`src/rtl/core/klsl_pkg.sv`:
```
// Shared constants, types and helper functions of the keyed lease slot limiter.
`timescale 1ns / 1ps

package klsl_pkg;

	localparam int ENTRIES  = 16;
	localparam int HOLDERS  = 8;
	localparam int KEY_BITS = 16;

	localparam int ENT_W  = (ENTRIES > 1) ? $clog2(ENTRIES) : 1;
	localparam int KCNT_W = $clog2(ENTRIES + 1);
	localparam int SLOT_W = (HOLDERS > 1) ? $clog2(HOLDERS) : 1;
	localparam int CNT_W  = $clog2(HOLDERS + 1);
	localparam int SUM_W  = CNT_W + 1;
	localparam int ADDR_W = (ENTRIES * HOLDERS > 1) ? $clog2(ENTRIES * HOLDERS) : 1;

	localparam logic [15:0] TTL_RESET = 16'd300;

	typedef logic [KEY_BITS-1:0] key_t;
	typedef logic [ENT_W-1:0]    ent_t;
	typedef logic [SLOT_W-1:0]   slot_t;
	typedef logic [CNT_W-1:0]    cnt_t;
	typedef logic [ADDR_W-1:0]   addr_t;

	typedef enum logic [2:0] {
		ST_IDLE,
		ST_SEARCH,
		ST_LOOKUP,
		ST_REAP_RD,
		ST_REAP_CHK,
		ST_COMMIT
	} klsl_state_t;

	typedef enum logic [2:0] {
		FIN_NONE,
		FIN_STATUS,
		FIN_UNLIM,
		FIN_FULL,
		FIN_ZERO,
		FIN_COMMIT
	} klsl_fin_t;

	typedef struct packed {
		logic      capture;
		logic      search;
		logic      open_hit;
		logic      open_new;
		logic      rd;
		logic      chk;
		klsl_fin_t fin;
	} klsl_cmd_t;

	typedef struct packed {
		logic is_rel;
		logic kv;
		logic maxp_zero;
		logic hit;
		logic room;
		logic reap_more;
		logic expired;
		logic out_busy;
	} klsl_sts_t;

	// Ring slot from a sum known to stay below twice HOLDERS.
	function automatic slot_t slot_wrap(input logic [SUM_W-1:0] s);
		logic [SUM_W-1:0] r;
		r = (s >= SUM_W'(HOLDERS)) ? (s - SUM_W'(HOLDERS)) : s;
		return SLOT_W'(r);
	endfunction

	function automatic addr_t stamp_addr(input ent_t e, input slot_t s);
		return ADDR_W'(e) * ADDR_W'(HOLDERS) + ADDR_W'(s);
	endfunction

endpackage

```
`src/rtl/core/klsl_ctrl.sv`:
```
// Controller: sequences search, key open, stamp reap and commit for one request at a time.
`timescale 1ns / 1ps

module klsl_ctrl import klsl_pkg::*; (
	input  logic      clk,
	input  logic      arst_n,
	input  logic      in_valid,
	output logic      in_ready,
	input  klsl_sts_t sts,
	output klsl_cmd_t cmd
);

	klsl_state_t state_q;
	klsl_state_t state_d;

	always_ff @(posedge clk or negedge arst_n) begin
		if (!arst_n) begin
			state_q <= ST_IDLE;
		end else begin
			state_q <= state_d;
		end
	end

	always_comb begin
		state_d = state_q;
		case (state_q)
			ST_IDLE: begin
				if (in_valid) begin
					state_d = ST_SEARCH;
				end
			end
			ST_SEARCH: begin
				state_d = ST_LOOKUP;
			end
			ST_LOOKUP: begin
				if (!sts.is_rel) begin
					if (!sts.kv || sts.maxp_zero || (!sts.hit && !sts.room)) begin
						if (!sts.out_busy) begin
							state_d = ST_IDLE;
						end
					end else begin
						state_d = ST_REAP_RD;
					end
				end else if (sts.kv && sts.hit) begin
					state_d = ST_REAP_RD;
				end else if (!sts.out_busy) begin
					state_d = ST_IDLE;
				end
			end
			ST_REAP_RD: begin
				state_d = sts.reap_more ? ST_REAP_CHK : ST_COMMIT;
			end
			ST_REAP_CHK: begin
				state_d = sts.expired ? ST_REAP_RD : ST_COMMIT;
			end
			ST_COMMIT: begin
				if (!sts.out_busy) begin
					state_d = ST_IDLE;
				end
			end
			default: begin
				state_d = ST_IDLE;
			end
		endcase
	end

	always_comb begin
		in_ready     = 1'b0;
		cmd.capture  = 1'b0;
		cmd.search   = 1'b0;
		cmd.open_hit = 1'b0;
		cmd.open_new = 1'b0;
		cmd.rd       = 1'b0;
		cmd.chk      = 1'b0;
		cmd.fin      = FIN_NONE;
		case (state_q)
			ST_IDLE: begin
				in_ready    = 1'b1;
				cmd.capture = in_valid;
			end
			ST_SEARCH: begin
				cmd.search = 1'b1;
			end
			ST_LOOKUP: begin
				if (!sts.is_rel) begin
					if (!sts.kv) begin
						cmd.fin = sts.out_busy ? FIN_NONE : FIN_STATUS;
					end else if (sts.maxp_zero) begin
						cmd.fin = sts.out_busy ? FIN_NONE : FIN_UNLIM;
					end else if (sts.hit) begin
						cmd.open_hit = 1'b1;
					end else if (sts.room) begin
						cmd.open_new = 1'b1;
					end else begin
						cmd.fin = sts.out_busy ? FIN_NONE : FIN_FULL;
					end
				end else if (sts.kv && sts.hit) begin
					cmd.open_hit = 1'b1;
				end else begin
					// Release of a missing or unknown key: nothing to touch.
					cmd.fin = sts.out_busy ? FIN_NONE : FIN_ZERO;
				end
			end
			ST_REAP_RD: begin
				cmd.rd = sts.reap_more;
			end
			ST_REAP_CHK: begin
				cmd.chk = 1'b1;
			end
			ST_COMMIT: begin
				cmd.fin = sts.out_busy ? FIN_NONE : FIN_COMMIT;
			end
			default: begin
			end
		endcase
	end

endmodule

```
`config.mk`:
```
export PLATFORM = sky130hd
export DESIGN_NAME = klsl_ctrl
export DESIGN_NICKNAME = d
export VERILOG_FILES = /design/src/rtl/core/klsl_pkg.sv /design/src/rtl/core/klsl_ctrl.sv
export SDC_FILE = /design/constraint.sdc
export NUM_CORES = 1
export LEC_CHECK = 0
export ABC_AREA = 1
export BUFFER_PORTS_ARGS = -buffer_cell sky130_fd_sc_hd__buf_2
export CORE_AREA = 2 2 39 41
export DETAILED_ROUTE_END_ITERATION = 10
export DIE_AREA = 0 0 41 43
export HOLD_SLACK_MARGIN = 0.12
export PLACE_DENSITY = 0.62
export SYNTH_ARGS = -nofsm -noshare
export SYNTH_HDL_FRONTEND = slang
export SYNTH_SLANG_ARGS = --single-unit
```
`constraint.sdc`:
```
create_clock -name clk -period 1.05 [get_ports clk]
set_input_delay 0.0525 -clock clk [delete_from_list [all_inputs] [get_ports clk]]
set_output_delay 0.0525 -clock clk [all_outputs]
set_load 0.005 [all_outputs]
```
==> results of run 1 <==
cell type report:
class	count	area (um2)
Clock buffer	4	26.3
Fill cell	132	683
Inverter	14	55.1
Multi-Input combinational cell	40	303
Sequential cell	3	76.3
Tap cell	16	20.0
Timing Repair Buffer	34	220
kinds of logic (layout without fill, tap and decap cells):
family	count (synthesis)	after routing	share of synthesized area [%]
flops	3	3	23.3
simple gates	33	33	48.2
buf+inv	14	52	16.3
compound gates	7	7	12.1
through the flow:
step                      cell area, um2  hold WS [ns]  worst slack, ns  TNS (ns)
final                                701         0.137           -0.229     -2.07
after global routing                 701         0.133           -0.313     -2.80
after CTS                            616         0.130           -0.223     -1.74
after detailed placement             472        -0.151          -0.0327   -0.0327
after global placement               472        -0.152           0.0221         0
after floorplan                      322        -0.243            0.109         0
where the power goes:
group / switching [W] / total [W] / leakage, nW / internal [W]
Combinational: 0.000645 / 0.00125 / 0.317 / 0.000608
Clock: 0.0000657 / 0.000208 / 0.0150 / 0.000143
Sequential: 0.0000621 / 0.000242 / 0.0367 / 0.000180
Total: 0.000773 / 0.00170 / 0.369 / 0.000930
synth_stat cells, drive strengths merged:
cell type / instances
nor3: 1
dfrtp: 3
inv: 14
a211oi: 1
nand3: 8
nor2: 10
o21ai: 1
nand4: 3
a21oi: 4
o22ai: 1
nand2: 11
what timing repair did:
item	in CTS	in global routing
hold endpoints to repair	6	0
hold buffers	3	0
resized for setup	13	18
buffers inserted	4	6
endpoints found under the setup margin	10	13
pin swaps	4	10
worst max-delay path: cells and delay by family, from the launching register on:
family / cells / cell delay [ns]
and+or+nand+nor: 3 / 0.25
buffers and inverters: 2 / 0.22
DFF: 1 / 0.39
AOI/OAI and AO/OA: 1 / 0.13
metal layers:
layer  up-vias  track usage [%]  part of all wire [%]
met5         -                0                     0
met4         0             8.00                     0
met3         0                0                   4.8
met2        16             20.9                    54
met1       216             15.4                    41
li1        260                -                     -
how the worst max path moves through the flow:
stage	slack (ns)	to	startpoint
finish	-0.23	cmd[0]	state_q[2]
global route	-0.31	cmd[0]	state_q[2]
CTS	-0.22	cmd[0]	state_q[2]
detailed placement	-0.03	cmd[0]	state_q[2]
global placement	0.02	state_q[0]	state_q[2]
floorplan	0.11	cmd[0]	state_q[2]
==> summary.txt, run 1 <==
Clocking
  • Worst-Skew Late Latency: 0.24 ns
  • Clock buffer count from CTS: 3
  • Clock Sinks: 3
  • Clock Tree Buf Depth: 2
  • CTS Root Cell: clkbuf_4
  • Reg clk slew, reported paths: 0.04 ns
  • CTS tree: done
  • # H-tree levels: 1

Route
  • Total wire length: 1.10 mm
  • Routed Antenna Nets: 0
  • Avg Vias per Cell: 4.43
  • Vias: 492
  • Remaining DRCs: 0
  • Drt pass-1 iters: 4
  • WL/cell: 9.91 um
  • Initial DRC count: 4

Worst setup path
  • Data arrival, critical path: 1.23 ns
  • Endpoint type of the worst setup path: primary output
  • Worst R2R Path Depth: 7
  • CP cell instances: inv_2 > nand3_4 > nor2_4 > nand2_2 > a21oi_2 > buf_2
  • Reg-to-reg endpoint: state_q[2]
  • Startpoint types: flop
  • Worst Path Class, Setup: reg -> out
  • Worst R2R Setup Slack: -0.11 ns
  • Max incr delay on CP: 0.39 ns
  • Worst-path maximum fanout: 3
  • Worst Path Required: 1.00 ns
  • RR Startpoint: state_q[2]
  • CP max-delay cell: dfrtp_1

GRT
  • Initial antenna violation count: 0
  • Total global-route track usage: 12.8%
  • First-pass GRT wire length: 1.55 mm
  • GR Overflow Total: 0
  • Vias in the first global route: 400
  • Largest net degree at the start of global routing: 6

Synthesis
  • Syn. warnings: 0
  • Syn Area/Cell: 5.64 um2
  • #FFs+latches synth: 3
  • Area leader, netlist: dfrtp_1
  • Gate Count Post-Synth: 57
  • Yosys top cell area share: 23.3%
  • Cell Area, Synth: 322 um2
  • Seq/Total Area, Yosys: 23.3%
  • Syn nets: 68
  • Netlist cell types: 14
  • Synth area leaders: dfrtp_1 23%, inv_1 13%, nand2_1 13%, nand3_1 11%, nor2_1 11%

Worst hold path
  • Hold WC Path Type: in -> async

Timing
  • Minimum clock period after layout: 1.28 ns
  • Final Max Tran Viols: 0
  • Post-route setup slack: -0.229 ns
  • RSZ-0062 raised after global routing: yes
  • Final worst path period share: 122%
  • Achievable Freq: 782 MHz
  • Tightest Pin Transition: 0.243 ns
  • Relative slew slack: 83.8%
  • Final count of hold timing violations: 0
  • Worst Clk Skew: 0.00650 ns
  • Final setup violating endpoints: 13

Layout
  • Top reg by flops: state_q
  • Final design utilization: 50.6%
  • ANT cells: 0
  • Final Non-Filler Cells: 111
  • Commonest non-fill, non-tap cells in the layout: 20 x buf_2, 10 x inv_1, 9 x buf_4, 8 x nand2_1
  • Commonest non-fill, non-tap cell in the layout: buf_2
  • Top Registers: state_q: 3 flops
  • P&R area growth vs syn: 118%
  • Number of flip-flops in the largest register: 3
  • Share of layout cells above drive strength 1: 61.1%
  • Nets: 107

Die
  • Chip width: 41 um
  • Die Ht: 43 um
  • Starting Density: 23.2%
  • Num ports: 21
  • Core Region: 1380 um2
  • Die Footprint: 1760 um2
  • Cell Rows: 14

Pwr
  • Worst VDD drop: 1.21 mV
  • Pwr Total: 0.00170 W
  • Total leakage power: 0.369 nW
  • Cell Pwr Density: 2430 nW/um2

Run
  • Max Cap Violations: 0

Placed design
  • Global placement routability congestion: 0.727
  • Port Buf Inserts: 20
  • Placed insts: 97

Outcome
  • Failing checks: setup timing
  • Outcome: finished, violations left
Power figures use the tool's default switching activity.
==> run 2, diff against run 1 <==
--- a/config.mk
+++ b/config.mk
@@ -12,6 +12,7 @@
 export DIE_AREA = 0 0 41 43
 export HOLD_SLACK_MARGIN = 0.12
 export PLACE_DENSITY = 0.62
+export SKIP_CTS_REPAIR_TIMING = 1
 export SYNTH_ARGS = -nofsm -noshare
 export SYNTH_HDL_FRONTEND = slang
 export SYNTH_SLANG_ARGS = --single-unit
==> constraint.sdc (replaced) <==
create_clock -name clk -period 1.4 [get_ports clk]
set_input_delay 0.07 -clock clk [delete_from_list [all_inputs] [get_ports clk]]
set_output_delay 0.07 -clock clk [all_outputs]
set_load 0.005 [all_outputs]
==> run 2 against run 1 <==
Effect of this change: the flow now finishes without violations; clock skew fell by 0.0034 ns; sequential power fell by 24%; global-route usage fell by 2.1 points; clock-buffer cell count did not move; non-clock buffer count fell by 9; total power fell by 50%; die area did not move; final cell count fell by 8.1%; combinational power fell by 59%; first-iteration DRC count rose to 3.8 times the previous value; critical endpoint unchanged; largest power group unchanged.
==> summary.txt, run 2 (synthesized netlist as in run 1, its figures left out) <==
Outcome
  • Outcome: completed (was finished, violations left)

Worst setup path
  • Worst R2R Setup Slack: 0.30 ns (was -0.11 ns)
  • Worst R2R Path Depth: 6 (was 7)
  • Worst Path Class, Setup: reg -> out (unchanged)
  • RR Startpoint: state_q[2] (unchanged)
  • Startpoint types: flop (unchanged)
  • Worst Path Required: 1.33 ns (was 1.00 ns)
  • CP cell instances: inv_2 > nand3_4 > nor2_4 > nand2_1 > a21oi_2 > buf_2 (was inv_2 > nand3_4 > nor2_4 > nand2_2 > a21oi_2 > buf_2)
  • Data arrival, critical path: 1.24 ns (was 1.23 ns)
  • CP max-delay cell: dfrtp_1 (unchanged)
  • Max incr delay on CP: 0.40 ns (was 0.39 ns)
  • Crit path buf inv count: 2 (unchanged)
  • Reg-to-reg endpoint: state_q[0] (was state_q[2])
  • Top Family by Delay on Critical Path: flip-flops (unchanged)
  • Worst-path maximum fanout: 4 (was 3)
  • Endpoint type of the worst setup path: primary output (unchanged)

Pwr
  • Pwr Total: 0.000851 W (was 0.00170 W)
  • Gate power share: 60.2% (was 73.6%)
  • Reg power frac: 21.6% (was 14.2%)
  • Clock power frac: 18.2% (was 12.2%)
  • Sw Share: 45.0% (was 45.4%)
  • NetSw: 0.000383 W (was 0.000773 W)
  • Total leakage power: 0.308 nW (was 0.369 nW)
  • Internal power component: 0.000468 W (was 0.000930 W)
  • Worst VDD drop: 0.794 mV (was 1.21 mV)
  • Cell Pwr Density: 1610 nW/um2 (was 2430 nW/um2)

Route
  • Drt pass-1 iters: 4 (unchanged)
  • Initial DRC count: 15 (was 4)
  • Total wire length: 919 um (was 1.10 mm)
  • Avg Vias per Cell: 4.44 (was 4.43)
  • Remaining DRCs: 0 (unchanged)
  • WL/cell: 9.01 um (was 9.91 um)
  • Vias: 453 (was 492)
  • Routed Antenna Nets: 0 (unchanged)

Timing
  • Final worst path period share: 93.7%
  • Worst Clk Skew: 0.00307 ns (was 0.00650 ns)
  • Final setup violating endpoints: 0 (was 13)
  • Achievable Freq: 762 MHz
  • Minimum clock period after layout: 1.31 ns
  • Final Max Tran Viols: 0 (unchanged)
  • Post-route setup slack: 0.0878 ns (was -0.229 ns)
  • Final count of hold timing violations: 0 (unchanged)
  • Post-route setup TNS: 0 ns (was -2.07 ns)
  • Tightest Pin Transition: 0.212 ns (was 0.243 ns)
  • Hold slack: 0.137 ns (about the same)
  • Relative slew slack: 85.9% (was 83.8%)
  • RSZ-0062 raised after global routing: yes (unchanged)

Layout
  • Final design utilization: 38.2% (was 50.6%)
  • P&R area growth vs syn: 64.6% (was 118%)
  • ANT cells: 0 (unchanged)
  • Commonest non-fill, non-tap cells in the layout: 20 x buf_2, 11 x inv_1, 11 x nand2_1, 8 x nor2_1, 7 x nand3_1 (was 20 x buf_2, 10 x inv_1, 9 x buf_4, 8 x nand2_1)
  • Share of layout cells above drive strength 1: 39.5% (was 61.1%)
  • Number of flip-flops in the largest register: 3 (unchanged)
  • Top reg by flops: state_q (unchanged)
  • Top Registers: state_q: 3 flops (unchanged)
  • Nets: 98 (was 107)
  • Fillers: 158 (was 132)
  • Commonest non-fill, non-tap cell in the layout: buf_2 (unchanged)

GRT
  • GR Overflow Total: 0 (unchanged)
  • Largest net degree at the start of global routing: 7 (was 6)
  • First-pass GRT wire length: 1.27 mm (was 1.55 mm)
  • Vias in the first global route: 339 (was 400)
  • Total global-route track usage: 10.7% (was 12.8%)
  • Initial antenna violation count: 0 (unchanged)

Die
  • Cell Rows: 14 (unchanged)
  • Chip width: 41 um (unchanged)
  • Die Footprint: 1760 um2 (unchanged)
  • Starting Density: 23.2% (unchanged)
  • Die Ht: 43 um (unchanged)
  • Num ports: 21 (unchanged)
  • Core Region: 1380 um2 (unchanged)

Worst hold path
  • Worst hold stages: 3
  • HP Start: in_valid
  • Hold path endpoint: state_q[0]
  • Hold WC Path Type: in -> reg (was in -> async)

Placed design
  • Place WS: 0.274 ns (was -0.0327 ns)
  • Post-DP HPWL: 692 um
  • Port Buf Inserts: 20 (unchanged)
  • Global placement routability congestion: 0.703 (was 0.727)

Clocking
  • Worst-Skew Late Latency: 0.24 ns (about the same)
  • # H-tree levels: 1 (unchanged)
  • Clock Sinks: 3 (unchanged)
  • CTS Root Cell: clkbuf_4 (unchanged)
  • Clock Tree Buf Depth: 2 (unchanged)
  • Reg clk slew, reported paths: 0.04 ns (about the same)
  • CTS tree: done (unchanged)
  • Clock buffer count from CTS: 3 (unchanged)

Run
  • Max Cap Violations: 0 (unchanged)
==> run 2: cell type report <==
cell class	count	area, um2	share of cell area [%]
Tap cell	16	20.0	3.78
Multi-Input combinational cell	40	213	40.2
Inverter	14	52.6	9.93
Clock buffer	4	26.3	4.96
Sequential cell	3	75.1	14.2
Timing Repair Buffer	25	143	27.0
==> run 2: power by group through the flow <==
stage	registers [W]	clock network [W]	logic [W]
floorplan	0.000175	0	0.000268
global placement	0.000181	0	0.000401
detailed placement	0.000182	0	0.000406
CTS	0.000181	0.000164	0.000408
global route	0.000186	0.000178	0.000573
finish	0.000184	0.000155	0.000513
==> run 2: worst reg2reg max path, delay by kind of cell, from the launching register on <==
family | cells | cell delay, ns
compound gates | 1 | 0.13
simple gates | 3 | 0.27
flops | 1 | 0.39
buf+inv | 2 | 0.22
==> run 2: through the flow <==
step / instances / instance area (um2)
after floorplan: 57 / 322
after global placement: 93 / 442
after detailed placement: 93 / 442
after CTS: 97 / 468
after global routing: 102 / 529
final: 102 / 529
==> run 2: how the worst max path moves through the flow <==
stage                     from     end  cells after the start
floorplan           state_q[2]  cmd[0]                      5
global placement    state_q[0]  cmd[0]                      6
detailed placement  state_q[0]  cmd[0]                      6
CTS                 state_q[0]  cmd[0]                      6
global route        state_q[2]  cmd[1]                      6
finish              state_q[0]  cmd[0]                      6
==> run 2: metal layers <==
layer	share of wire, %	global-route usage [%]	up-vias	routed length (um)
met5	0	0	-	0
met4	0	8.00	0	0
met3	7.0	1.57	0	64
met2	49	15.3	20	446
met1	44	13.5	192	408
li1	-	-	241	-
