===== src/rtl/core/klsl_pkg.sv =====
// Shared constants, types and helper functions of the keyed lease slot limiter.
`timescale 1ns / 1ps

package klsl_pkg;

	localparam int ENTRIES  = 16;
	localparam int HOLDERS  = 8;
	localparam int KEY_BITS = 16;

	localparam int ENT_W  = (ENTRIES > 1) ? $clog2(ENTRIES) : 1;
	localparam int KCNT_W = $clog2(ENTRIES + 1);
	localparam int SLOT_W = (HOLDERS > 1) ? $clog2(HOLDERS) : 1;
	localparam int CNT_W  = $clog2(HOLDERS + 1);
	localparam int SUM_W  = CNT_W + 1;
	localparam int ADDR_W = (ENTRIES * HOLDERS > 1) ? $clog2(ENTRIES * HOLDERS) : 1;

	localparam logic [15:0] TTL_RESET = 16'd300;

	typedef logic [KEY_BITS-1:0] key_t;
	typedef logic [ENT_W-1:0]    ent_t;
	typedef logic [SLOT_W-1:0]   slot_t;
	typedef logic [CNT_W-1:0]    cnt_t;
	typedef logic [ADDR_W-1:0]   addr_t;

	typedef enum logic [2:0] {
		ST_IDLE,
		ST_SEARCH,
		ST_LOOKUP,
		ST_REAP_RD,
		ST_REAP_CHK,
		ST_COMMIT
	} klsl_state_t;

	typedef enum logic [2:0] {
		FIN_NONE,
		FIN_STATUS,
		FIN_UNLIM,
		FIN_FULL,
		FIN_ZERO,
		FIN_COMMIT
	} klsl_fin_t;

	typedef struct packed {
		logic      capture;
		logic      search;
		logic      open_hit;
		logic      open_new;
		logic      rd;
		logic      chk;
		klsl_fin_t fin;
	} klsl_cmd_t;

	typedef struct packed {
		logic is_rel;
		logic kv;
		logic maxp_zero;
		logic hit;
		logic room;
		logic reap_more;
		logic expired;
		logic out_busy;
	} klsl_sts_t;

	// Ring slot from a sum known to stay below twice HOLDERS.
	function automatic slot_t slot_wrap(input logic [SUM_W-1:0] s);
		logic [SUM_W-1:0] r;
		r = (s >= SUM_W'(HOLDERS)) ? (s - SUM_W'(HOLDERS)) : s;
		return SLOT_W'(r);
	endfunction

	function automatic addr_t stamp_addr(input ent_t e, input slot_t s);
		return ADDR_W'(e) * ADDR_W'(HOLDERS) + ADDR_W'(s);
	endfunction

endpackage


===== src/rtl/core/klsl_dpath.sv =====
// Datapath: key table, holder rings, stamp memory, reap arithmetic and result register.
`timescale 1ns / 1ps

module klsl_dpath import klsl_pkg::*; (
	input  logic        clk,
	input  logic        arst_n,
	input  klsl_cmd_t   cmd,
	output klsl_sts_t   sts,
	input  logic        req_type,
	input  logic        key_valid,
	input  logic [15:0] client_key,
	input  logic [7:0]  slot_limit,
	input  logic [31:0] now_seconds,
	input  logic        cfg_we,
	input  logic [15:0] cfg_data,
	input  logic        rsp_ready,
	output logic        rsp_valid,
	output logic        status,
	output logic        acquired,
	output logic        table_full,
	output logic [3:0]  reaped_count,
	output logic [3:0]  holders_after
);

	logic              req_type_q;
	logic              key_valid_q;
	key_t              key_q;
	logic [7:0]        maxp_q;
	logic [31:0]       now_q;
	logic [15:0]       ttl_q;

	key_t              key_store_q [ENTRIES];
	logic [KCNT_W-1:0] key_cnt_q;
	cnt_t              hcnt_q [ENTRIES];
	slot_t             head_q [ENTRIES];
	logic [ENTRIES-1:0] match_q;

	ent_t              ent_q;
	cnt_t              n_q;
	cnt_t              k_q;

	logic [31:0]       stamp_mem [ENTRIES * HOLDERS];
	logic [31:0]       rd_q;

	logic              rsp_valid_q;
	logic              status_q;
	logic              acquired_q;
	logic              table_full_q;
	cnt_t              reaped_q;
	cnt_t              after_q;

	ent_t              hit_idx;
	ent_t              new_idx;
	slot_t             head_cur;
	cnt_t              cnt_live;
	cnt_t              cap;
	logic              grant;
	logic              pop;
	cnt_t              hold_new;
	slot_t             head_new;
	slot_t             rd_slot;
	slot_t             wr_slot;
	logic              mem_we;

	assign new_idx  = key_cnt_q[ENT_W-1:0];
	assign head_cur = head_q[ent_q];

	always_comb begin
		hit_idx = '0;
		for (int i = 0; i < ENTRIES; i++) begin
			if (match_q[i]) begin
				hit_idx = ENT_W'(i);
			end
		end
	end

	// Live holders after the reap, then grant or pop.
	always_comb begin
		cnt_live = n_q - k_q;
		cap      = (maxp_q < 8'(HOLDERS)) ? CNT_W'(maxp_q) : CNT_W'(HOLDERS);
		grant    = !req_type_q && (cnt_live < cap);
		pop      = req_type_q && (cnt_live != '0);
		hold_new = req_type_q ? (cnt_live - CNT_W'(pop)) : (cnt_live + CNT_W'(grant));
		head_new = slot_wrap(SUM_W'(head_cur) + SUM_W'(k_q) + SUM_W'(pop));
		wr_slot  = slot_wrap(SUM_W'(head_cur) + SUM_W'(n_q));
		rd_slot  = slot_wrap(SUM_W'(head_cur) + SUM_W'(k_q));
		mem_we   = (cmd.fin == FIN_COMMIT) && grant;
	end

	always_comb begin
		sts.is_rel    = req_type_q;
		sts.kv        = key_valid_q;
		sts.maxp_zero = (maxp_q == '0);
		sts.hit       = |match_q;
		sts.room      = (key_cnt_q < KCNT_W'(ENTRIES));
		sts.reap_more = (k_q < n_q);
		sts.expired   = (now_q > rd_q) && ((now_q - rd_q) > {16'd0, ttl_q});
		sts.out_busy  = rsp_valid_q && !rsp_ready;
	end

	always_ff @(posedge clk) begin
		if (cmd.capture) begin
			req_type_q  <= req_type;
			key_valid_q <= key_valid;
			key_q       <= KEY_BITS'(client_key);
			maxp_q      <= slot_limit;
			now_q       <= now_seconds;
		end
		if (cmd.search) begin
			for (int i = 0; i < ENTRIES; i++) begin
				match_q[i] <= (KCNT_W'(i) < key_cnt_q) && (key_store_q[i] == key_q);
			end
		end
		if (cmd.open_new) begin
			key_store_q[new_idx] <= key_q;
		end
	end

	always_ff @(posedge clk or negedge arst_n) begin
		if (!arst_n) begin
			ttl_q <= TTL_RESET;
		end else if (cfg_we) begin
			ttl_q <= cfg_data;
		end
	end

	always_ff @(posedge clk or negedge arst_n) begin
		if (!arst_n) begin
			key_cnt_q <= '0;
			ent_q     <= '0;
			n_q       <= '0;
			k_q       <= '0;
			for (int i = 0; i < ENTRIES; i++) begin
				hcnt_q[i] <= '0;
				head_q[i] <= '0;
			end
		end else begin
			if (cmd.open_hit) begin
				ent_q <= hit_idx;
				n_q   <= hcnt_q[hit_idx];
				k_q   <= '0;
			end else if (cmd.open_new) begin
				ent_q             <= new_idx;
				n_q               <= '0;
				k_q               <= '0;
				hcnt_q[new_idx]   <= '0;
				key_cnt_q         <= key_cnt_q + 1'b1;
			end
			// Advance past each expired stamp.
			if (cmd.chk && sts.expired) begin
				k_q <= k_q + 1'b1;
			end
			if (cmd.fin == FIN_COMMIT) begin
				hcnt_q[ent_q] <= hold_new;
				head_q[ent_q] <= head_new;
			end
		end
	end

	always_ff @(posedge clk) begin
		if (mem_we) begin
			stamp_mem[stamp_addr(ent_q, wr_slot)] <= now_q;
		end
		if (cmd.rd) begin
			rd_q <= stamp_mem[stamp_addr(ent_q, rd_slot)];
		end
	end

	always_ff @(posedge clk or negedge arst_n) begin
		if (!arst_n) begin
			rsp_valid_q <= 1'b0;
		end else if (cmd.fin != FIN_NONE) begin
			rsp_valid_q <= 1'b1;
		end else if (rsp_ready) begin
			rsp_valid_q <= 1'b0;
		end
	end

	always_ff @(posedge clk) begin
		case (cmd.fin)
			FIN_NONE: begin
			end
			FIN_STATUS: begin
				status_q     <= 1'b1;
				acquired_q   <= 1'b0;
				table_full_q <= 1'b0;
				reaped_q     <= '0;
				after_q      <= '0;
			end
			FIN_UNLIM: begin
				status_q     <= 1'b0;
				acquired_q   <= 1'b1;
				table_full_q <= 1'b0;
				reaped_q     <= '0;
				after_q      <= '0;
			end
			FIN_FULL: begin
				status_q     <= 1'b0;
				acquired_q   <= 1'b0;
				table_full_q <= 1'b1;
				reaped_q     <= '0;
				after_q      <= '0;
			end
			FIN_ZERO: begin
				status_q     <= 1'b0;
				acquired_q   <= 1'b0;
				table_full_q <= 1'b0;
				reaped_q     <= '0;
				after_q      <= '0;
			end
			FIN_COMMIT: begin
				status_q     <= 1'b0;
				acquired_q   <= grant;
				table_full_q <= 1'b0;
				reaped_q     <= k_q;
				after_q      <= hold_new;
			end
			default: begin
			end
		endcase
	end

	assign rsp_valid     = rsp_valid_q;
	assign status        = status_q;
	assign acquired      = acquired_q;
	assign table_full    = table_full_q;
	assign reaped_count  = 4'(reaped_q);
	assign holders_after = 4'(after_q);

endmodule


===== config.mk =====
export PLATFORM = sky130hd
export DESIGN_NAME = klsl_dpath
export DESIGN_NICKNAME = d
export VERILOG_FILES = /design/src/rtl/core/klsl_pkg.sv /design/src/rtl/core/klsl_dpath.sv
export SDC_FILE = /design/constraint.sdc
export NUM_CORES = 2
export LEC_CHECK = 0
export BUFFER_PORTS_ARGS = -buffer_cell sky130_fd_sc_hd__buf_4
export CORE_MARGIN = 4
export CORE_UTILIZATION = 40
export CTS_CLUSTER_SIZE = 25
export DETAILED_ROUTE_END_ITERATION = 10
export PLACE_DENSITY_LB_ADDON = 0.1
export REMOVE_ABC_BUFFERS = 1
export SLEW_MARGIN = 40
export SYNTH_ARGS = -nofsm -noshare
export SYNTH_HDL_FRONTEND = slang
export SYNTH_MEMORY_MAX_BITS = 65536
export SYNTH_SLANG_ARGS = --single-unit

===== constraint.sdc =====
create_clock -name clk -period 14.9 [get_ports clk]
set_input_delay 2.235 -clock clk [delete_from_list [all_inputs] [get_ports clk]]
set_output_delay 2.235 -clock clk [all_outputs]
set_load 0.05 [all_outputs]

==> metrics.txt <==
# TYPE chip_impl_metric gauge
chip_impl_info{name="run_status",value="completed"} 1
chip_impl_metric{name="synth_seq_area_share",unit="%"} 76.41
chip_impl_metric{name="detailed_place_hpwl",unit="mm"} 321.8
chip_impl_metric{name="layout-drive-gt1-share",unit="%"} 26.31
chip_impl_info{name="cts-root-buf",value="clkbuf_16"} 1
chip_impl_info{name="path_class",value="flip-flop to output pin"} 1
chip_impl_metric{name="maximum_root_to_sink_buffer_count",unit=""} 4
chip_impl_metric{name="worst_clock_skew",unit="ns"} 0.1106
chip_impl_metric{name="die_x",unit="um"} 679.6
chip_impl_metric{name="pin_count",unit=""} 107
chip_impl_info{name="critical_path.startpoint",value="now_q[0]$_DFFE_PP_"} 1
chip_impl_metric{name="clkSinkCount",unit=""} 4615
chip_impl_metric{name="grt_max_degree",unit=""} 130
chip_impl_metric{name="design.die.area",unit="sq mm"} 0.4619
chip_impl_metric{name="slew-limit-headroom",unit="%"} 32.64
chip_impl_metric{name="htree_levels",unit=""} 5
chip_impl_metric{name="ir_worst_vdd",unit="uV"} 224.4
chip_impl_metric{name="rows",unit=""} 246
chip_impl_metric{name="port_buffers",unit=""} 106
chip_impl_info{name="cts_tree",value="yes"} 1
chip_impl_metric{name="synth-warning-count",unit=""} 0
chip_impl_metric{name="final_nets",unit=""} 9363
chip_impl_metric{name="slew_viol_final",unit=""} 0
chip_impl_metric{name="min_period",unit="ns"} 9.582
chip_impl_metric{name="wire_length_of_the_first_global_routing_pass",unit="mm"} 767.3
chip_impl_metric{name="syn_area",unit="sq mm"} 0.1804
chip_impl_metric{name="initial_core_util",unit="%"} 40.18
chip_impl_metric{name="crit_required",unit="ns"} 12.66
chip_impl_metric{name="post-route-drc-count",unit=""} 0
chip_impl_metric{name="p_leak",unit="nW"} 66.58
chip_impl_info{name="hold_path.class",value="flip-flop to flip-flop"} 1
chip_impl_metric{name="clk_latency",unit="ns"} 1.07
chip_impl_metric{name="post_route_antenna_net_violation_count",unit=""} 0
chip_impl_metric{name="achievable-frequency",unit="MHz"} 104.4
chip_impl_metric{name="timing.final.hold_violations",unit=""} 0
chip_impl_metric{name="worstPathMaxFanout",unit=""} 58
chip_impl_metric{name="tritoncts.num_buffers",unit=""} 479
chip_impl_metric{name="postLayoutCoreUtil",unit="%"} 46.24
chip_impl_metric{name="cts_resized",unit=""} 0
chip_impl_metric{name="total_via_count_in_the_routed_design",unit=""} 92820
chip_impl_metric{name="avgRoutedWirePerCell",unit="um"} 35.75
chip_impl_metric{name="vias_in_the_first_global_route",unit=""} 92850
chip_impl_metric{name="final_min_period_over_clock_period",unit="%"} 64.31
chip_impl_metric{name="power_per_cell_area",unit="mW/mm^2"} 194.2
chip_impl_metric{name="cts_setup_buffers",unit=""} 0
chip_impl_metric{name="fp.coreArea",unit="sq mm"} 0.4491
chip_impl_info{name="crit_path_capture_type",value="output pin"} 1
chip_impl_metric{name="routability_cong",unit=""} 0.8698
chip_impl_metric{name="grt-ovfl-total",unit=""} 0
chip_impl_info{name="hp-start",value="head_q[32]$_DFFE_PN0P_"} 1
chip_impl_metric{name="post-route-cell-area",unit="sq mm"} 0.2077
chip_impl_metric{name="fp.dieH",unit="um"} 679.6
chip_impl_metric{name="worstMarginPinSlew",unit="ns"} 1.006
chip_impl_metric{name="yosys.cell_types.count",unit=""} 72
chip_impl_metric{name="crit_arrival",unit="ns"} 7.35
chip_impl_metric{name="syn-instance-count",unit=""} 8750
chip_impl_metric{name="post-layout-total-power",unit="mW"} 40.34
chip_impl_info{name="start_kind",value="flip-flop"} 1
chip_impl_info{name="ys_dominant_reg_cell",value="edfxtp_1"} 1
chip_impl_metric{name="report.final.setup_viol",unit=""} 0
chip_impl_metric{name="clkTransAtPathRegs",unit="ns"} 0.06
chip_impl_metric{name="ys_async_sr_fraction",unit="%"} 3.164
chip_impl_metric{name="grt.total_usage",unit="%"} 23.80
chip_impl_metric{name="post_synth_edffs",unit=""} 4469
chip_impl_metric{name="postSynthRegisterBits",unit=""} 4615
chip_impl_metric{name="finalWirelength",unit="mm"} 557.8
chip_impl_metric{name="routed_via_density",unit=""} 5.949
chip_impl_metric{name="number_of_antenna_violations_at_the_first_check_in_global_routing",unit=""} 52
chip_impl_info{name="grt_setup_unrepaired",value="no"} 1
chip_impl_metric{name="syn_area_per_cell",unit="sq um"} 20.62
chip_impl_metric{name="cts_hold_repair.buffers",unit=""} 0
chip_impl_info{name="crit-reg2reg-launch",value="ent_q[0]$_DFFE_PN0P_"} 1
chip_impl_metric{name="placed_area",unit="sq mm"} 0.1918
chip_impl_metric{name="synthToLayoutAreaGrowth",unit="%"} 15.09
chip_impl_metric{name="totalNegativeSetupSlack",unit="ns"} 0
chip_impl_metric{name="detailedRoute.firstIterationViolations",unit=""} 11200
chip_impl_metric{name="cap_violations",unit=""} 0
chip_impl_metric{name="firstDrtPassIters",unit=""} 6
==> sequential cells by signal (all words and copies together) (netlist names), 4 cells and up <==
register       flops
key_q             16
reaped_count       4
k_q                4
now_q             32
rd_q              32
head_q            48
maxp_q             8
match_q           16
ttl_q             16
holders_after      4
stamp_mem       4096
ent_q              4
key_cnt_q          5
hcnt_q            64
key_store_q      256
n_q                4
==> cells in the mapped netlist (119+ instances only) <==
| cell | count | area, sq um |
|---|---|---|
| edfxtp_1 | 4469 | 134200 |
| mux4_2 | 1043 | 23490 |
| clkbuf_1 | 428 | 1607 |
| nand2_1 | 367 | 1378 |
| mux2i_1 | 275 | 2753 |
| nor2_1 | 215 | 807.0 |
| a21oi_1 | 199 | 996.0 |
| xor2_1 | 190 | 1664 |
| dfrtp_1 | 142 | 3553 |
| and3_1 | 136 | 850.8 |
| o21ai_0 | 129 | 645.6 |
| nand3_1 | 119 | 595.6 |
==> critical path, stage by stage, from the launching register on <==
cell and delay [ns]:
edfxtp_1 0.32, buf_4 0.53, inv_1 0.10, ha_1 0.26, fa_1 0.40, nand2b_1 0.19
a21o_1 0.20, and2_1 0.16, o21ai_0 0.34, a21o_1 0.18, a21oi_1 0.09, xnor2_1 0.15
ha_1 0.30, nand4_1 0.13, or4_1 0.58, or2_2 0.35, a221o_1 0.33, a311oi_1 0.24
nand4_1 0.20, nor4_4 0.78, nor3_1 0.14, buf_4 0.28
==> power breakdown <==
group | switching, mW | leakage, nW | internal (mW) | total, mW
Combinational | 7.88 | 16.8 | 5.79 | 13.7
Clock | 5.07 | 7.59 | 6.79 | 11.9
Sequential | 0.182 | 42.2 | 14.6 | 14.8
==> layout make-up <==
cell class | count | area, sq um
fill | 37460 | 241400
sequential | 4615 | 137900
multi-input combinational | 3547 | 42180
clock buffer | 605 | 12700
tap | 5952 | 7447
timing repair buffer | 483 | 4199
clock inverter | 290 | 2893
inverter | 77 | 289.0
antenna | 33 | 82.58
==> logic make-up after synthesis <==
family,Yosys count,share of synthesized area (%)
multiplexers,1361,14.81
buffers and inverters,588,1.302
adder cells (fa/ha/maj),73,0.5270
flip-flops,4615,76.41
AO/OA/AOI/OAI,805,2.884
XOR/XNOR,292,1.426
AND/OR/NAND/NOR,1016,2.643
==> layout by cell type (no fill, tap or decap), drive strengths merged, types with 12 or more instances in the layout <==
| master | synthesis | routed |
|---|---|---|
| nor3 | 26 | 26 |
| a211oi | 15 | 15 |
| nand2b | 12 | 12 |
| clkbuf | 428 | 605 |
| edfxtp | 4469 | 4469 |
| mux2i | 275 | 275 |
| mux2 | 43 | 43 |
| o21ai | 164 | 164 |
| xor2 | 191 | 191 |
| inv | 77 | 83 |
| a21o | 15 | 15 |
| clkinvlp | 0 | 13 |
| a311oi | 65 | 65 |
| clkinv | 0 | 227 |
| nor4 | 50 | 50 |
| nor2b | 18 | 18 |
| buf | 83 | 483 |
| and3 | 136 | 136 |
| diode | 0 | 33 |
| xnor2 | 101 | 101 |
| dfrtp | 142 | 142 |
| ha | 68 | 68 |
| a21oi | 199 | 199 |
| nand2 | 367 | 367 |
| o311ai | 32 | 32 |
| o22ai | 98 | 98 |
| nand3 | 119 | 119 |
| o41ai | 33 | 33 |
| o2111ai | 65 | 65 |
| nand4 | 36 | 36 |
| a31oi | 67 | 67 |
| bufinv | 0 | 44 |
| mux4 | 1043 | 1043 |
| nor2 | 215 | 215 |
==> stage by stage <==
step	hold slack, ns	setup slack, ns	instances
5_1_grt	0.5026	5.028	15570
3_3_place_gp	0.4566	6.296	14660
2_1_floorplan	0.4446	-28.95	8239
4_1_cts	0.4840	5.247	15560
6_report	0.4815	5.318	15600
3_5_place_dp	0.4697	6.375	14670
==> worst paths after layout <==
kind,endpoint,slack (ns),depth (start not counted)
max,sts[1],5.32,21
min,head_q[32]$_DFFE_PN0P_,0.48,2
max reg2reg,rd_q[10]$_DFFE_PP_,7.28,13
min reg2reg,head_q[32]$_DFFE_PN0P_,0.48,2
max in group asynchronous,ent_q[2]$_DFFE_PN0P_,12.44,2
min in group asynchronous,hcnt_q[63]$_DFF_PN0_,1.28,1
==> layer usage <==
layer | global-route usage (%) | wire, um | vias up
met1 | 34.65 | 241300 | 51390
met5 | 0.1770 | 153 | -
met4 | 6.318 | 16480 | 10
li1 | - | - | 37200
met3 | 4.045 | 39860 | 680
met2 | 37.26 | 260100 | 3538
Power figures use the tool's default switching activity.
